`config.mk`:
```
export PLATFORM = sky130hd
export DESIGN_NAME = linear_frequency_sweep_sequencer_core
export DESIGN_NICKNAME = d
export VERILOG_FILES = /design/src/design/lfss_pkg.sv /design/src/design/lfss_dp.sv /design/src/design/lfss_ctrl.sv /design/src/design/linear_frequency_sweep_sequencer_core.sv
export SDC_FILE = /design/constraint.sdc
export NUM_CORES = 1
export LEC_CHECK = 0
export BUFFER_PORTS_ARGS = -buffer_cell sky130_fd_sc_hd__buf_2
export CAP_MARGIN = 40
export CELL_PAD_IN_SITES_DETAIL_PLACEMENT = 0
export CELL_PAD_IN_SITES_GLOBAL_PLACEMENT = 1
export CORE_MARGIN = 1.5
export CORE_UTILIZATION = 51
export CTS_BUF_LIST = sky130_fd_sc_hd__clkbuf_8 sky130_fd_sc_hd__clkbuf_16
export CTS_CLUSTER_SIZE = 20
export DETAILED_ROUTE_END_ITERATION = 7
export GPL_ROUTABILITY_DRIVEN = 1
export GPL_TIMING_DRIVEN = 0
export PLACE_DENSITY_LB_ADDON = 0.1
export SLEW_MARGIN = 20
export SYNTH_ARGS = -nofsm -noshare
export SYNTH_HDL_FRONTEND = slang
export SYNTH_SLANG_ARGS = --single-unit
```
`constraint.sdc`:
```
create_clock -name clock -period 11.75 [get_ports clock]
set_input_delay 1.175 -clock clock [delete_from_list [all_inputs] [get_ports clock]]
set_output_delay 1.175 -clock clock [all_outputs]
set_load 0.1 [all_outputs]
```
`src/design/lfss_pkg.sv`:
```
// Shared constants, command codes and control types of the frequency sweep sequencer.
package lfss_pkg;

   localparam int MAX_POINTS_DEF = 256;

   localparam int FREQ_W    = 26;
   localparam int SETTLE_W  = 16;
   localparam int NSAMP_W   = 7;
   localparam int CODE_W    = 12;
   localparam int IDX_W     = 8;
   localparam int ELAPSED_W = 17;
   localparam int SUM_W     = 18;
   localparam int CMD_W     = 3;
   localparam int CSR_IDX_W = 3;

   localparam int REQ_DATA_W = 16;
   localparam int RSP_DATA_W = 80;
   localparam int RSP_USER_W = 2;

   localparam int TICK_MS     = 10;
   localparam int NSAMP_RESET = 16;
   localparam int NSAMP_MAX   = 64;

   localparam int DIV_BITS  = 3;
   localparam int DIV_ITERS = SUM_W / DIV_BITS;

   localparam logic [CMD_W-1:0] CMD_TICK   = 3'd0;
   localparam logic [CMD_W-1:0] CMD_SAMPLE = 3'd1;
   localparam logic [CMD_W-1:0] CMD_START  = 3'd2;
   localparam logic [CMD_W-1:0] CMD_STOP   = 3'd3;
   localparam logic [CMD_W-1:0] CMD_CLEAR  = 3'd4;

   localparam logic [CSR_IDX_W-1:0] REG_START_FREQ  = 3'd0;
   localparam logic [CSR_IDX_W-1:0] REG_STOP_FREQ   = 3'd1;
   localparam logic [CSR_IDX_W-1:0] REG_STEP_HZ     = 3'd2;
   localparam logic [CSR_IDX_W-1:0] REG_SETTLE_MS   = 3'd3;
   localparam logic [CSR_IDX_W-1:0] REG_NUM_SAMPLES = 3'd4;

   typedef struct packed {
      logic load_in;
      logic exec;
      logic issue_freq;
      logic settle_tick;
      logic enter_sample;
      logic add_sample;
      logic finish_point;
      logic next_point;
      logic start_sweep;
      logic div_step;
      logic push;
      logic running;
      logic complete;
   } lfss_ctl_type;

   typedef struct packed {
      logic [CMD_W-1:0] cmd;
      logic             settle_done;
      logic             count_done;
      logic             last_point;
      logic             empty_sweep;
      logic             div_done;
   } lfss_sts_type;

endpackage

```
`src/design/lfss_dp.sv`:
```
// Datapath of the sweep sequencer: settings, sweep counters, sample divider and result register.
module lfss_dp #(
   parameter int MAX_POINTS = lfss_pkg::MAX_POINTS_DEF
) (
   input  logic                                clock,
   input  logic                                reset,
   input  logic [lfss_pkg::REQ_DATA_W-1:0]     req_tdata,
   input  logic [lfss_pkg::CMD_W-1:0]          req_tuser,
   input  logic                                csr_valid,
   input  logic [lfss_pkg::CSR_IDX_W-1:0]      csr_index,
   input  logic [lfss_pkg::FREQ_W-1:0]         csr_data,
   input  lfss_pkg::lfss_ctl_type              ctl,
   output lfss_pkg::lfss_sts_type              sts,
   output logic [lfss_pkg::RSP_DATA_W-1:0]     rsp_tdata,
   output logic [lfss_pkg::RSP_USER_W-1:0]     rsp_tuser
);
   import lfss_pkg::*;

   localparam int PTS_W = IDX_W + 1;
   localparam logic [PTS_W-1:0] MAX_PTS = PTS_W'(MAX_POINTS);

   logic [CMD_W-1:0]     cmd_ff, cmd_in;
   logic [CODE_W-1:0]    code_ff, code_in;

   logic [FREQ_W-1:0]    start_ff, start_in;
   logic [FREQ_W-1:0]    stop_ff, stop_in;
   logic [FREQ_W-1:0]    step_ff, step_in;
   logic [SETTLE_W-1:0]  settle_ff, settle_in;
   logic [NSAMP_W-1:0]   nsamp_ff, nsamp_in;

   logic [FREQ_W-1:0]    lat_stop_ff, lat_stop_in;
   logic [FREQ_W-1:0]    lat_step_ff, lat_step_in;
   logic [SETTLE_W-1:0]  lat_settle_ff, lat_settle_in;
   logic [NSAMP_W-1:0]   lat_n_ff, lat_n_in;
   logic [FREQ_W-1:0]    cur_ff, cur_in;
   logic [IDX_W-1:0]     cnt_ff, cnt_in;
   logic [ELAPSED_W-1:0] elapsed_ff, elapsed_in;
   logic [SUM_W-1:0]     sum_ff, sum_in;
   logic [NSAMP_W-1:0]   scount_ff, scount_in;

   logic                 sfv_ff, sfv_in;
   logic [FREQ_W-1:0]    dds_ff, dds_in;
   logic                 pv_ff, pv_in;
   logic [IDX_W-1:0]     pidx_ff, pidx_in;
   logic [FREQ_W-1:0]    pf_ff, pf_in;

   logic [NSAMP_W-1:0]   rem_ff, rem_in;
   logic [SUM_W-1:0]     quo_ff, quo_in;
   logic [2:0]           div_cnt_ff, div_cnt_in;

   logic [RSP_DATA_W-1:0] tdata_ff, tdata_in;
   logic [RSP_USER_W-1:0] tuser_ff, tuser_in;

   logic [ELAPSED_W:0]   elapsed_sum;
   logic [ELAPSED_W-1:0] elapsed_sat;
   logic [NSAMP_W-1:0]   scount_next;
   logic [FREQ_W:0]      freq_next;
   logic [SUM_W-1:0]     sum_next;
   logic [NSAMP_W-1:0]   nsamp_clamp;
   logic [NSAMP_W-1:0]   div_rem;
   logic [SUM_W-1:0]     div_quo;
   logic [CODE_W-1:0]    mean;

   assign elapsed_sum = {1'b0, elapsed_ff} + (ELAPSED_W+1)'(TICK_MS);
   assign elapsed_sat = elapsed_sum[ELAPSED_W] ? '1 : elapsed_sum[ELAPSED_W-1:0];
   assign scount_next = scount_ff + NSAMP_W'(1);
   assign freq_next   = {1'b0, cur_ff} + {1'b0, lat_step_ff};
   assign sum_next    = sum_ff + SUM_W'(code_ff);

   always_comb begin
      priority if (nsamp_ff == '0) begin
         nsamp_clamp = NSAMP_W'(1);
      end else if (nsamp_ff > NSAMP_W'(NSAMP_MAX)) begin
         nsamp_clamp = NSAMP_W'(NSAMP_MAX);
      end else begin
         nsamp_clamp = nsamp_ff;
      end
   end

   // Restoring division, a few quotient bits per cycle.
   always_comb begin
      logic [NSAMP_W:0] r;
      logic [NSAMP_W-1:0] rm;
      logic [SUM_W-1:0] q;
      logic qb;
      rm = rem_ff;
      q  = quo_ff;
      for (int j = 0; j < DIV_BITS; j++) begin
         r  = {rm, q[SUM_W-1]};
         qb = 1'b0;
         if (r >= {1'b0, lat_n_ff}) begin
            r  = r - {1'b0, lat_n_ff};
            qb = 1'b1;
         end
         q  = {q[SUM_W-2:0], qb};
         rm = r[NSAMP_W-1:0];
      end
      div_rem = rm;
      div_quo = q;
   end

   always_comb begin
      sts.cmd         = cmd_ff;
      sts.settle_done = elapsed_sat >= ELAPSED_W'(lat_settle_ff);
      sts.count_done  = scount_next >= lat_n_ff;
      sts.last_point  = (({1'b0, cnt_ff} + PTS_W'(1)) >= MAX_PTS) ||
                        (freq_next > {1'b0, lat_stop_ff});
      sts.empty_sweep = (step_ff == '0) || (start_ff > stop_ff);
      sts.div_done    = div_cnt_ff == 3'(DIV_ITERS - 1);
   end

   always_comb begin
      cmd_in  = cmd_ff;
      code_in = code_ff;
      if (ctl.load_in) begin
         cmd_in  = req_tuser;
         code_in = req_tdata[CODE_W-1:0];
      end

      start_in  = start_ff;
      stop_in   = stop_ff;
      step_in   = step_ff;
      settle_in = settle_ff;
      nsamp_in  = nsamp_ff;
      if (csr_valid) begin
         unique case (csr_index)
            REG_START_FREQ:  start_in  = csr_data;
            REG_STOP_FREQ:   stop_in   = csr_data;
            REG_STEP_HZ:     step_in   = csr_data;
            REG_SETTLE_MS:   settle_in = csr_data[SETTLE_W-1:0];
            REG_NUM_SAMPLES: nsamp_in  = csr_data[NSAMP_W-1:0];
            default: ;
         endcase
      end

      lat_stop_in   = lat_stop_ff;
      lat_step_in   = lat_step_ff;
      lat_settle_in = lat_settle_ff;
      lat_n_in      = lat_n_ff;
      cur_in        = cur_ff;
      cnt_in        = cnt_ff;
      elapsed_in    = elapsed_ff;
      sum_in        = sum_ff;
      scount_in     = scount_ff;

      if (ctl.start_sweep) begin
         lat_stop_in   = stop_ff;
         lat_step_in   = step_ff;
         lat_settle_in = settle_ff;
         lat_n_in      = nsamp_clamp;
         cur_in        = start_ff;
         cnt_in        = '0;
         elapsed_in    = '0;
         sum_in        = '0;
         scount_in     = '0;
      end
      if (ctl.issue_freq) begin
         elapsed_in = '0;
      end
      if (ctl.settle_tick) begin
         elapsed_in = elapsed_sat;
      end
      if (ctl.enter_sample) begin
         sum_in    = '0;
         scount_in = '0;
      end
      if (ctl.add_sample) begin
         sum_in    = sum_next;
         scount_in = scount_next;
      end
      if (ctl.next_point) begin
         cnt_in = cnt_ff + IDX_W'(1);
         cur_in = freq_next[FREQ_W-1:0];
      end

      sfv_in  = sfv_ff;
      dds_in  = dds_ff;
      pv_in   = pv_ff;
      pidx_in = pidx_ff;
      pf_in   = pf_ff;
      if (ctl.exec) begin
         sfv_in  = ctl.issue_freq;
         dds_in  = ctl.issue_freq ? cur_ff : '0;
         pv_in   = ctl.finish_point;
         pidx_in = ctl.finish_point ? cnt_ff : '0;
         pf_in   = ctl.finish_point ? cur_ff : '0;
      end

      rem_in     = rem_ff;
      quo_in     = quo_ff;
      div_cnt_in = div_cnt_ff;
      if (ctl.finish_point) begin
         rem_in     = '0;
         quo_in     = sum_next;
         div_cnt_in = '0;
      end else if (ctl.div_step) begin
         rem_in     = div_rem;
         quo_in     = div_quo;
         div_cnt_in = div_cnt_ff + 3'd1;
      end

      mean     = pv_ff ? quo_ff[CODE_W-1:0] : '0;
      tdata_in = tdata_ff;
      tuser_in = tuser_ff;
      if (ctl.push) begin
         tdata_in = {6'd0, ctl.complete, ctl.running, mean, pf_ff, pidx_ff, dds_ff};
         tuser_in = {pv_ff, sfv_ff};
      end
   end

   always_ff @(posedge clock) begin
      if (reset) begin
         start_ff      <= '0;
         stop_ff       <= '0;
         step_ff       <= '0;
         settle_ff     <= '0;
         nsamp_ff      <= NSAMP_W'(NSAMP_RESET);
         lat_stop_ff   <= '0;
         lat_step_ff   <= '0;
         lat_settle_ff <= '0;
         lat_n_ff      <= NSAMP_W'(NSAMP_RESET);
         cur_ff        <= '0;
         cnt_ff        <= '0;
         elapsed_ff    <= '0;
         sum_ff        <= '0;
         scount_ff     <= '0;
         div_cnt_ff    <= '0;
      end else begin
         start_ff      <= start_in;
         stop_ff       <= stop_in;
         step_ff       <= step_in;
         settle_ff     <= settle_in;
         nsamp_ff      <= nsamp_in;
         lat_stop_ff   <= lat_stop_in;
         lat_step_ff   <= lat_step_in;
         lat_settle_ff <= lat_settle_in;
         lat_n_ff      <= lat_n_in;
         cur_ff        <= cur_in;
         cnt_ff        <= cnt_in;
         elapsed_ff    <= elapsed_in;
         sum_ff        <= sum_in;
         scount_ff     <= scount_in;
         div_cnt_ff    <= div_cnt_in;
      end
   end

   always_ff @(posedge clock) begin
      cmd_ff   <= cmd_in;
      code_ff  <= code_in;
      sfv_ff   <= sfv_in;
      dds_ff   <= dds_in;
      pv_ff    <= pv_in;
      pidx_ff  <= pidx_in;
      pf_ff    <= pf_in;
      rem_ff   <= rem_in;
      quo_ff   <= quo_in;
      tdata_ff <= tdata_in;
      tuser_ff <= tuser_in;
   end

   assign rsp_tdata = tdata_ff;
   assign rsp_tuser = tuser_ff;

endmodule

```
`src/design/lfss_ctrl.sv`:
```
// Controller of the sweep sequencer: request flow, sweep phase and status flags.
module lfss_ctrl (
   input  logic                   clock,
   input  logic                   reset,
   input  logic                   req_tvalid,
   output logic                   req_tready,
   output logic                   rsp_tvalid,
   input  logic                   rsp_tready,
   input  lfss_pkg::lfss_sts_type sts,
   output lfss_pkg::lfss_ctl_type ctl
);
   import lfss_pkg::*;

   localparam logic [1:0] F_IDLE = 2'd0;
   localparam logic [1:0] F_EXEC = 2'd1;
   localparam logic [1:0] F_DIV  = 2'd2;
   localparam logic [1:0] F_PUSH = 2'd3;

   localparam logic [1:0] P_IDLE   = 2'd0;
   localparam logic [1:0] P_SETF   = 2'd1;
   localparam logic [1:0] P_SETTLE = 2'd2;
   localparam logic [1:0] P_SAMPLE = 2'd3;

   logic [1:0] flow_ff, flow_in;
   logic [1:0] phase_ff, phase_in;
   logic       complete_ff, complete_in;
   logic       rsp_valid_ff, rsp_valid_in;
   logic       out_free;

   assign out_free   = !rsp_valid_ff || rsp_tready;
   assign req_tready = flow_ff == F_IDLE;
   assign rsp_tvalid = rsp_valid_ff;

   always_comb begin
      flow_in      = flow_ff;
      phase_in     = phase_ff;
      complete_in  = complete_ff;
      ctl          = '0;
      ctl.running  = phase_ff != P_IDLE;
      ctl.complete = complete_ff;

      unique case (flow_ff)
         F_IDLE: begin
            if (req_tvalid) begin
               ctl.load_in = 1'b1;
               flow_in     = F_EXEC;
            end
         end
         F_EXEC: begin
            ctl.exec = 1'b1;
            flow_in  = F_PUSH;
            unique case (sts.cmd)
               CMD_TICK: begin
                  if (phase_ff == P_SETF) begin
                     ctl.issue_freq = 1'b1;
                     phase_in       = P_SETTLE;
                  end else if (phase_ff == P_SETTLE) begin
                     ctl.settle_tick = 1'b1;
                     if (sts.settle_done) begin
                        ctl.enter_sample = 1'b1;
                        phase_in         = P_SAMPLE;
                     end
                  end
               end
               CMD_SAMPLE: begin
                  if (phase_ff == P_SAMPLE) begin
                     ctl.add_sample = 1'b1;
                     if (sts.count_done) begin
                        ctl.finish_point = 1'b1;
                        flow_in          = F_DIV;
                        if (sts.last_point) begin
                           phase_in    = P_IDLE;
                           complete_in = 1'b1;
                        end else begin
                           ctl.next_point = 1'b1;
                           phase_in       = P_SETF;
                        end
                     end
                  end
               end
               CMD_START: begin
                  if (phase_ff == P_IDLE) begin
                     ctl.start_sweep = 1'b1;
                     if (sts.empty_sweep) begin
                        complete_in = 1'b1;
                     end else begin
                        complete_in = 1'b0;
                        phase_in    = P_SETF;
                     end
                  end
               end
               CMD_STOP: begin
                  phase_in = P_IDLE;
               end
               CMD_CLEAR: begin
                  complete_in = 1'b0;
               end
               default: ;
            endcase
         end
         F_DIV: begin
            ctl.div_step = 1'b1;
            if (sts.div_done) begin
               flow_in = F_PUSH;
            end
         end
         F_PUSH: begin
            if (out_free) begin
               ctl.push = 1'b1;
               flow_in  = F_IDLE;
            end
         end
         default: ;
      endcase

      rsp_valid_in = ctl.push || (rsp_valid_ff && !rsp_tready);
   end

   always_ff @(posedge clock) begin
      if (reset) begin
         flow_ff      <= F_IDLE;
         phase_ff     <= P_IDLE;
         complete_ff  <= 1'b0;
         rsp_valid_ff <= 1'b0;
      end else begin
         flow_ff      <= flow_in;
         phase_ff     <= phase_in;
         complete_ff  <= complete_in;
         rsp_valid_ff <= rsp_valid_in;
      end
   end

   a_run_excl: assert property (@(posedge clock) disable iff (reset)
      !(phase_ff != P_IDLE && complete_ff))
      else $error("running and complete are both set");

   a_point_div: assert property (@(posedge clock) disable iff (reset)
      ctl.finish_point |=> flow_ff == F_DIV)
      else $error("finished point did not start the divider");

   a_push_idle: assert property (@(posedge clock) disable iff (reset)
      ctl.push |=> req_tready && rsp_tvalid)
      else $error("push did not present a result and reopen the input");

   a_rsp_src: assert property (@(posedge clock) disable iff (reset)
      $rose(rsp_tvalid) |-> $past(flow_ff) == F_PUSH)
      else $error("result appeared outside the push step");

endmodule

```
`src/design/linear_frequency_sweep_sequencer_core.sv`:
```
// Top level of the linear frequency sweep sequencer.
// The req_ channel carries one command per request: tuser holds the command
// (tick, ADC sample, start, stop, clear complete) and tdata the ADC code.
// Every request yields exactly one response on the rsp_ channel with the DDS
// frequency command, any finished point (index, frequency, mean code) and the
// running and complete flags after that request.
// The csr_ channel writes the sweep settings, which a start command latches;
// write them only while no request is in flight.
// A request passes an execute step and a push step that loads the response register;
// a new request is accepted only once the previous one has been pushed. A sample
// that finishes a point adds divider steps between them, in which the divider forms
// the mean three quotient bits a cycle.
// Reset clears the sweep, the flags and the settings, with the sample count at 16.
// A stalled response sits in the output register while the next request is
// already processed; that request then waits until the register is taken.
module linear_frequency_sweep_sequencer_core #(
   parameter int MAX_POINTS = lfss_pkg::MAX_POINTS_DEF
) (
   input  logic                            clock,
   input  logic                            reset,
   input  logic                            req_tvalid,
   output logic                            req_tready,
   input  logic [lfss_pkg::REQ_DATA_W-1:0] req_tdata,  // adc_code, zero fill
   input  logic [lfss_pkg::CMD_W-1:0]      req_tuser,  // cmd
   output logic                            rsp_tvalid,
   input  logic                            rsp_tready,
   // dds_freq, point_index, point_freq, point_mean, running, complete, zero fill
   output logic [lfss_pkg::RSP_DATA_W-1:0] rsp_tdata,
   output logic [lfss_pkg::RSP_USER_W-1:0] rsp_tuser,  // set_freq_valid, point_valid
   input  logic                            csr_valid,
   output logic                            csr_ready,
   input  logic [lfss_pkg::CSR_IDX_W-1:0]  csr_index,
   input  logic [lfss_pkg::FREQ_W-1:0]     csr_data
);
   import lfss_pkg::*;

   lfss_ctl_type ctl;
   lfss_sts_type sts;

   assign csr_ready = 1'b1;

   lfss_ctrl u_ctrl (
      .clock      (clock),
      .reset      (reset),
      .req_tvalid (req_tvalid),
      .req_tready (req_tready),
      .rsp_tvalid (rsp_tvalid),
      .rsp_tready (rsp_tready),
      .sts        (sts),
      .ctl        (ctl)
   );

   lfss_dp #(
      .MAX_POINTS (MAX_POINTS)
   ) u_dp (
      .clock     (clock),
      .reset     (reset),
      .req_tdata (req_tdata),
      .req_tuser (req_tuser),
      .csr_valid (csr_valid),
      .csr_index (csr_index),
      .csr_data  (csr_data),
      .ctl       (ctl),
      .sts       (sts),
      .rsp_tdata (rsp_tdata),
      .rsp_tuser (rsp_tuser)
   );

endmodule

```
==> run_results.csv, run 1 <==
group,metric,value,unit
status,outcome,"completed",
drt,ant_nets,0,
timing,rsz0062_at_grt,"false",
placed_design,port_buffers,124,
grt,antenna_found_initial,0,
logic_synthesis,synth.distinct_cells,80,
die,die_h,208,um
pwr,ir_worst_vdd,0.196,mV
run,drv_cap,0,
cts,cts-resized-gates,0,
drt,vias_per_cell,5.66,
logic_synthesis,yosysWarnings,0,
logic_synthesis,ys_seq_area_share,49.0,%
timing,fin_tns_setup,0,ns
hold_path,min_to,"u_dp.rsp_tdata[30]",
logic_synthesis,syn_inst,2332,
setup_path,reg2reg_to,"u_dp.rem_ff[5]",
logic_synthesis,avgSynthCellArea,9.20,um^2
pwr,leakage,9.57,nW
setup_path,reg2regPathDepth,25,
finish,layout-drive-gt1-share,9.86,%
placed_design,gp_congestion,0.887,
grt,grt_max_degree,60,
timing,slew_violations,0,
cts,htreeDepth,2,
timing,final-setup-viol-count,0,
cts,clock_latency,0.58,ns
pwr,power_density,192,mW/mm^2
logic_synthesis,async_reset_ff_share,0,%
setup_path,cp.required,12.21,ns
hold_path,min_path_type,"reg2reg",
die,ios,138,
setup_path,rrSetupSlack,4.45,ns
setup_path,critPathCaptureType,"register",
placed_design,place_hpwl,45500,um
drt,drtIter0Drc,1372,
hold_path,hold_depth,0,
timing,min_period_over_period,62.1,%
timing,skew,0.0172,ns
logic_synthesis,yosys.area.top_type,"dfxtp_1",
logic_synthesis,synthTopCellsByArea,"dfxtp_1 (25%), edfxtp_1 (24%), ha_1 (8.3%)",
setup_path,start_kind,"register",
placed_design,place_ws,4.57,ns
logic_synthesis,synthesis.area,0.0214,mm^2
logic_synthesis,synth-seq-cells,439,
setup_path,setup.worst_path.class,"reg2reg",
finish,layoutNonFillerInstCount,3088,
drt,num_vias,17486,
finish,layout.nets,2719,
drt,drt_drc_violations_left,0,
timing,fin_hold_ws,0.418,ns
timing,worst_pin_slew,0.883,ns
drt,drt_pass1_iterations,6,
timing,final_hold_viol_count,0,
setup_path,crit_arrival,7.76,ns
grt,globalRouteTotalUtil,27.2,%
finish,syn_to_final_growth,13.9,%
finish,antenna_cells,0,
cts,clockRootBuffer,"clkbuf_16",
setup_path,r2r-start,"u_dp.lat_n_ff[1]",
cts,clk_path_buf_depth,3,
cts,cts_made_buffers,48,
die,rows,74,
setup_path,critPathMaxFanout,10,
grt,grt_pass1_wl,91600,um
die,start_util,52.1,%
logic_synthesis,ys.flop_type,"dfxtp_1",
hold_path,min-delay-start,"u_dp.pidx_ff[4]",
timing,slew_headroom,40.8,%
cts,cts_tree,"yes",
grt,gr-total-overflow,0,
die,dieArea,0.0433,mm^2
timing,fin_crit,7.30,ns
cts,cts_sinks,439,
pwr,power,4.68,mW
logic_synthesis,synth_top_area_share,25.0,%
drt,totalWireLength,59700,um
die,dieWidth,208,um
cts,cts_setup_buffers,0,
die,core,0.0412,mm^2
cts,cts_hold_buffers,0,
timing,setup_slack,4.45,ns
timing,fmaxAchievable,0.137,GHz
grt,grt_pass1_vias,16255,
drt,wl_per_cell,19.3,um
placed_design,dp.cells,2998,
logic_synthesis,synth_edf_count,171,
cts,clk_pin_slew,0.06,ns
-- synth_stat cells (all sizes together), types with 4 or more instances --
master / count
a2111oi: 4
a211o: 6
a211oi: 13
a21o: 29
a21oi: 253
a221o: 5
a22o: 15
a22oi: 28
a311oi: 8
a31o: 4
a31oi: 24
and2: 20
and3: 79
and4: 9
buf: 22
clkbuf: 108
dfxtp: 268
edfxtp: 171
fa: 5
ha: 143
inv: 117
mux2: 9
mux2i: 7
nand2: 468
nand2b: 16
nand3: 68
nand3b: 9
nand4: 30
nor2: 98
nor2b: 18
nor3: 29
nor3b: 10
nor4: 12
o2111ai: 6
o211ai: 10
o21a: 11
o21ai: 81
o21bai: 4
o31ai: 5
or2: 7
or3: 6
xnor2: 40
xor2: 19
-- critical path: stages (launching register included) --
cell and delay [ns]:
dfxtp_1 0.55, inv_1 0.26, fa_1 0.49, a21o_1 0.17, a21oi_1 0.22, o21ai_0 0.19, a31oi_1 0.28, clkbuf_1 0.44
mux2_2 0.40, ha_1 0.33, nand2b_1 0.09, a21oi_1 0.10, o21a_1 0.21, o31a_1 0.26, a311oi_1 0.30, buf_2 0.33
mux2i_1 0.32, ha_1 0.33, a21o_1 0.20, a21oi_1 0.23, o21ai_0 0.15, o22ai_1 0.19, clkbuf_1 0.37, o2111ai_1 0.37
a41oi_1 0.31, nand2_1 0.08
-- cells by family (layout without fill, tap and decap cells) --
| group | after synthesis | after routing | synth area share [%] |
|---|---|---|---|
| and+or+nand+nor | 886 | 886 | 19.1 |
| DFF | 439 | 439 | 49.0 |
| xor gates and xnor gates | 59 | 59 | 2.41 |
| buffers and inverters | 248 | 467 | 4.67 |
| muxes | 16 | 16 | 0.799 |
| AOI/OAI and AO/OA | 534 | 534 | 15.3 |
| other | 2 | 7 | 0.0350 |
| adders and majority gates | 148 | 148 | 8.81 |
-- how the worst max path moves through the flow --
stage / start / end / slack [ns] / cells after the start
final: u_dp.lat_n_ff[1] / u_dp.rem_ff[5] / 4.45 / 25
after global routing: u_dp.lat_n_ff[1] / u_dp.rem_ff[5] / 3.98 / 25
after CTS: u_dp.lat_n_ff[1] / u_dp.rem_ff[5] / 4.54 / 25
after detailed placement: u_dp.lat_n_ff[1] / u_dp.rem_ff[5] / 4.57 / 25
after global placement: u_dp.lat_n_ff[1] / u_dp.rem_ff[6] / 4.62 / 25
after floorplan: u_dp.quo_ff[17] / u_dp.rem_ff[6] / 5.88 / 27
-- cell type report --
type / count / area, um^2
Multi-Input combinational cell: 1650 / 9980
Timing Repair Buffer: 131 / 721
Inverter: 118 / 443
Buffer: 130 / 558
Fill cell: 3648 / 16800
Clock buffer: 56 / 1320
Clock inverter: 32 / 230
Tap cell: 532 / 666
Sequential cell: 439 / 10500
-- report_power, final --
group          switching (mW)  total, mW  internal, mW
Clock                   0.614       1.48         0.865
Sequential             0.0707       1.86          1.79
Combinational           0.906       1.34         0.437
Total                    1.59       4.68          3.09
-- registers in the layout, summed over array words and instances, names as in the netlist, 12 cells and up --
register            count
u_dp.sum_ff            18
u_dp.rsp_tdata         74
u_dp.start_ff          26
u_dp.elapsed_ff        17
u_dp.pf_ff             26
u_dp.lat_step_ff       26
u_dp.quo_ff            18
u_dp.code_ff           12
u_dp.cur_ff            26
u_dp.lat_settle_ff     16
u_dp.stop_ff           26
u_dp.dds_ff            26
u_dp.step_ff           26
u_dp.lat_stop_ff       26
u_dp.settle_ff         16
-- layer usage --
metal	share of wire (%)	up-vias	track usage, %
met5	0	-	0
met3	6.3	63	3.62
met4	1.6	0	5.94
met1	48	8265	40.2
met2	44	549	42.5
li1	-	8609	-
-- cell usage in the layout (no fill, tap or decap), types with 12 or more instances in the layout --
cell         n
nor2_1      98
xnor2_1     40
a22o_1      15
edfxtp_1   171
inv_1      130
nor3_1      29
ha_1       142
xor2_1      19
a21oi_1    252
o21ai_0     79
buf_2      133
a31oi_1     24
clkbuf_16   49
and2_1      20
clkbuf_1   107
a211oi_1    12
and3_1      79
nand4_1     30
a21o_1      29
nand2b_1    16
nor2b_1     17
a22oi_1     28
dfxtp_1    268
nand2_1    468
nand3_1     68
-- per-stage QoR --
stage | area, um^2 | utilization [%]
2_1_floorplan | 21500 | -
3_3_place_gp | 22800 | 55.2
3_5_place_dp | 22800 | 55.5
4_1_cts | 24400 | 59.2
5_1_grt | 24400 | 59.3
6_report | 24400 | 59.3
(Power assumes the default switching activity.)
==> run 2: changes to the inputs <==
--- a/config.mk
+++ b/config.mk
@@ -10,7 +10,7 @@
 export CELL_PAD_IN_SITES_DETAIL_PLACEMENT = 0
 export CELL_PAD_IN_SITES_GLOBAL_PLACEMENT = 1
 export CORE_MARGIN = 1.5
-export CORE_UTILIZATION = 51
+export CORE_UTILIZATION = 43
 export CTS_BUF_LIST = sky130_fd_sc_hd__clkbuf_8 sky130_fd_sc_hd__clkbuf_16
 export CTS_CLUSTER_SIZE = 20
 export DETAILED_ROUTE_END_ITERATION = 7
==> constraint.sdc (replaced) <==
create_clock -name clock -period 6.36 [get_ports clock]
set_input_delay 0.636 -clock clock [delete_from_list [all_inputs] [get_ports clock]]
set_output_delay 0.636 -clock clock [all_outputs]
set_load 0.1 [all_outputs]
==> run 2 against run 1 <==
  * Register-to-register slack lost 4.1 ns
  * Core utilization is 8.5 points lower
  * Hold slack worse by 0.21 ns
  * Via count is 0.47% higher
  * Worst setup slack got worse by 4.1 ns
  * Clock skew increased by 0.0092 ns
  * Cell count increased by 4.8%
  * Sequential power up 85%
  * Sequential share of layout area fell by 0.80 points
  * Global-route usage decreased by 2.7 points
  * Critical endpoint unchanged
  * Largest power group unchanged
  * Highest routed layer unchanged
==> run_results.csv, run 2 (synthesized netlist as in run 1, its figures left out) <==
group,metric,value,unit
grt,grt_max_degree,59,
die,ios,138,
timing,slew_violations,0,
cts,clock_latency,0.60,ns
drt,wl_per_cell,19.5,um
setup_path,critPathMaxFanout,7,
cts,cts_made_buffers,49,
die,rows,81,
cts,clk_pin_slew,0.06,ns
setup_path,setup.worst_path.class,"reg2reg",
setup_path,slowest_delay,0.47,ns
die,dieArea,0.0512,mm^2
hold_path,hold_depth,1,
run,drv_cap,0,
pwr,leakage,9.71,nW
pwr,power,9.12,mW
setup_path,reg2reg_to,"u_dp.rem_ff[5]",
die,start_util,43.7,%
finish,layout-drive-gt1-share,11.1,%
timing,worst_pin_slew,0.826,ns
timing,rsz0062_at_grt,"false",
timing,fin_hold_ws,0.207,ns
grt,antenna_found_initial,3,
drt,vias_per_cell,5.43,
finish,largest_reg_flops,74,
grt,globalRouteTotalUtil,24.5,%
status,outcome,"completed",
cts,htreeDepth,2,
pwr,ir_worst_vdd,0.409,mV
placed_design,place_hpwl,48100,um
die,die_h,226,um
timing,skew,0.0263,ns
setup_path,start_kind,"register",
setup_path,rrSetupSlack,0.39,ns
drt,num_vias,17568,
placed_design,place_ws,-0.910,ns
setup_path,r2r-start,"u_dp.lat_n_ff[1]",
drt,drt_drc_violations_left,0,
cts,cts_sinks,439,
finish,layout.nets,2735,
setup_path,critPathCaptureType,"register",
timing,min_period_over_period,93.9,%
drt,drt_pass1_iterations,7,
pwr,power_density,366,mW/mm^2
timing,slew_headroom,44.4,%
setup_path,reg2regPathDepth,29,
timing,fin_crit,5.97,ns
grt,gr-total-overflow,0,
setup_path,cp.required,6.85,ns
placed_design,gp_congestion,0.898,
hold_path,min-delay-start,"req_tdata[5]",
finish,final_common_cell,"nand2_1",
cts,clockRootBuffer,"clkbuf_16",
timing,fmaxAchievable,0.167,GHz
cts,cts_tree,"yes",
grt,grt_pass1_vias,16471,
finish,layoutNonFillerInstCount,3236,
setup_path,worst_path_most_repeated_cell,"buf_4",
cts,cts_hold_buffers,0,
hold_path,min_to,"u_dp.code_ff[5]",
finish,mostFrequentLayoutCells,"nand2_1 (468), dfxtp_1 (266), a21oi_1 (250)",
placed_design,dp.cells,3133,
grt,grt_pass1_wl,95700,um
finish,syn_to_final_growth,16.1,%
timing,final-setup-viol-count,0,
drt,drtIter0Drc,1380,
die,core,0.0491,mm^2
cts,clk_path_buf_depth,3,
drt,ant_nets,0,
finish,antenna_cells,0,
drt,totalWireLength,63000,um
placed_design,port_buffers,124,
timing,final_hold_viol_count,0,
timing,fin_tns_setup,0,ns
timing,setup_slack,0.390,ns
hold_path,min_path_type,"in2reg",
setup_path,cpMaxStageDelayCell,"fa_1",
die,dieWidth,226,um
setup_path,crit_arrival,6.46,ns
-- run 2: changes by cell type in the layout (fill, tap and decap cells not counted), sizes merged --
cell      change
buf          +16
clkinv        -3
clkbuf        +1
clkinvlp      +3
inv           -1
-- run 2: how the worst max path moves through the flow --
stage / startpoint / end / slack (ns) / cells after the start
after floorplan: u_dp.quo_ff[17] / u_dp.rem_ff[6] / 0.49 / 27
after global placement: u_dp.lat_n_ff[1] / u_dp.rem_ff[6] / -0.86 / 25
after detailed placement: u_dp.lat_n_ff[1] / u_dp.rem_ff[5] / -0.91 / 25
after CTS: u_dp.lat_n_ff[0] / u_dp.rem_ff[5] / 0.0003 / 26
after global routing: u_dp.quo_ff[17] / u_dp.rem_ff[5] / 0.05 / 29
final: u_dp.lat_n_ff[1] / u_dp.rem_ff[5] / 0.39 / 29
-- run 2: layout make-up --
class,count,area (um^2)
Sequential cell,439,10500
Tap cell,664,831
Timing Repair Buffer,147,862
Fill cell,4787,24100
Inverter,118,447
Buffer,129,576
Clock buffer,58,1350
Clock inverter,31,274
Multi-Input combinational cell,1650,10100
-- run 2: report_power, final --
part	switching [mW]	total [mW]	internal (mW)	leakage, nW
Combinational	1.83	2.86	1.03	5.10
Clock	1.18	2.81	1.64	0.843
Sequential	0.132	3.44	3.31	3.77
-- run 2: critical path, delay by kind of cell (launching register included) --
family,cells,cell delay [ns]
buffers and inverters,10,1.16
adder cells (fa/ha/maj),3,1.08
multiplexers,2,0.50
AND/OR/NAND/NOR,2,0.51
AO/OA/AOI/OAI,12,2.16
flip-flops,1,0.42
-- run 2: metal layers --
layer	wire length, um	vias to the layer above	GRT usage (%)
met5	0	-	0
met4	1150	0	5.35
met3	2870	75	3.16
met2	27500	448	37.6
met1	31500	8390	36.6
li1	-	8655	-
-- run 2: stage by stage --
stage | utilization [%] | instance area [um^2]
after floorplan | - | 21500
after global placement | 46.7 | 22900
after detailed placement | 47.0 | 23100
after CTS | 50.6 | 24800
after global routing | 50.8 | 24900
final | 50.8 | 24900
-- run 2: what timing repair did --
item | 4_1_cts | 5_1_grt
resized for setup | 12 | 18
endpoints found under the setup margin | 8 | 8
pin swaps | 1 | 3
buffers inserted | 11 | 1
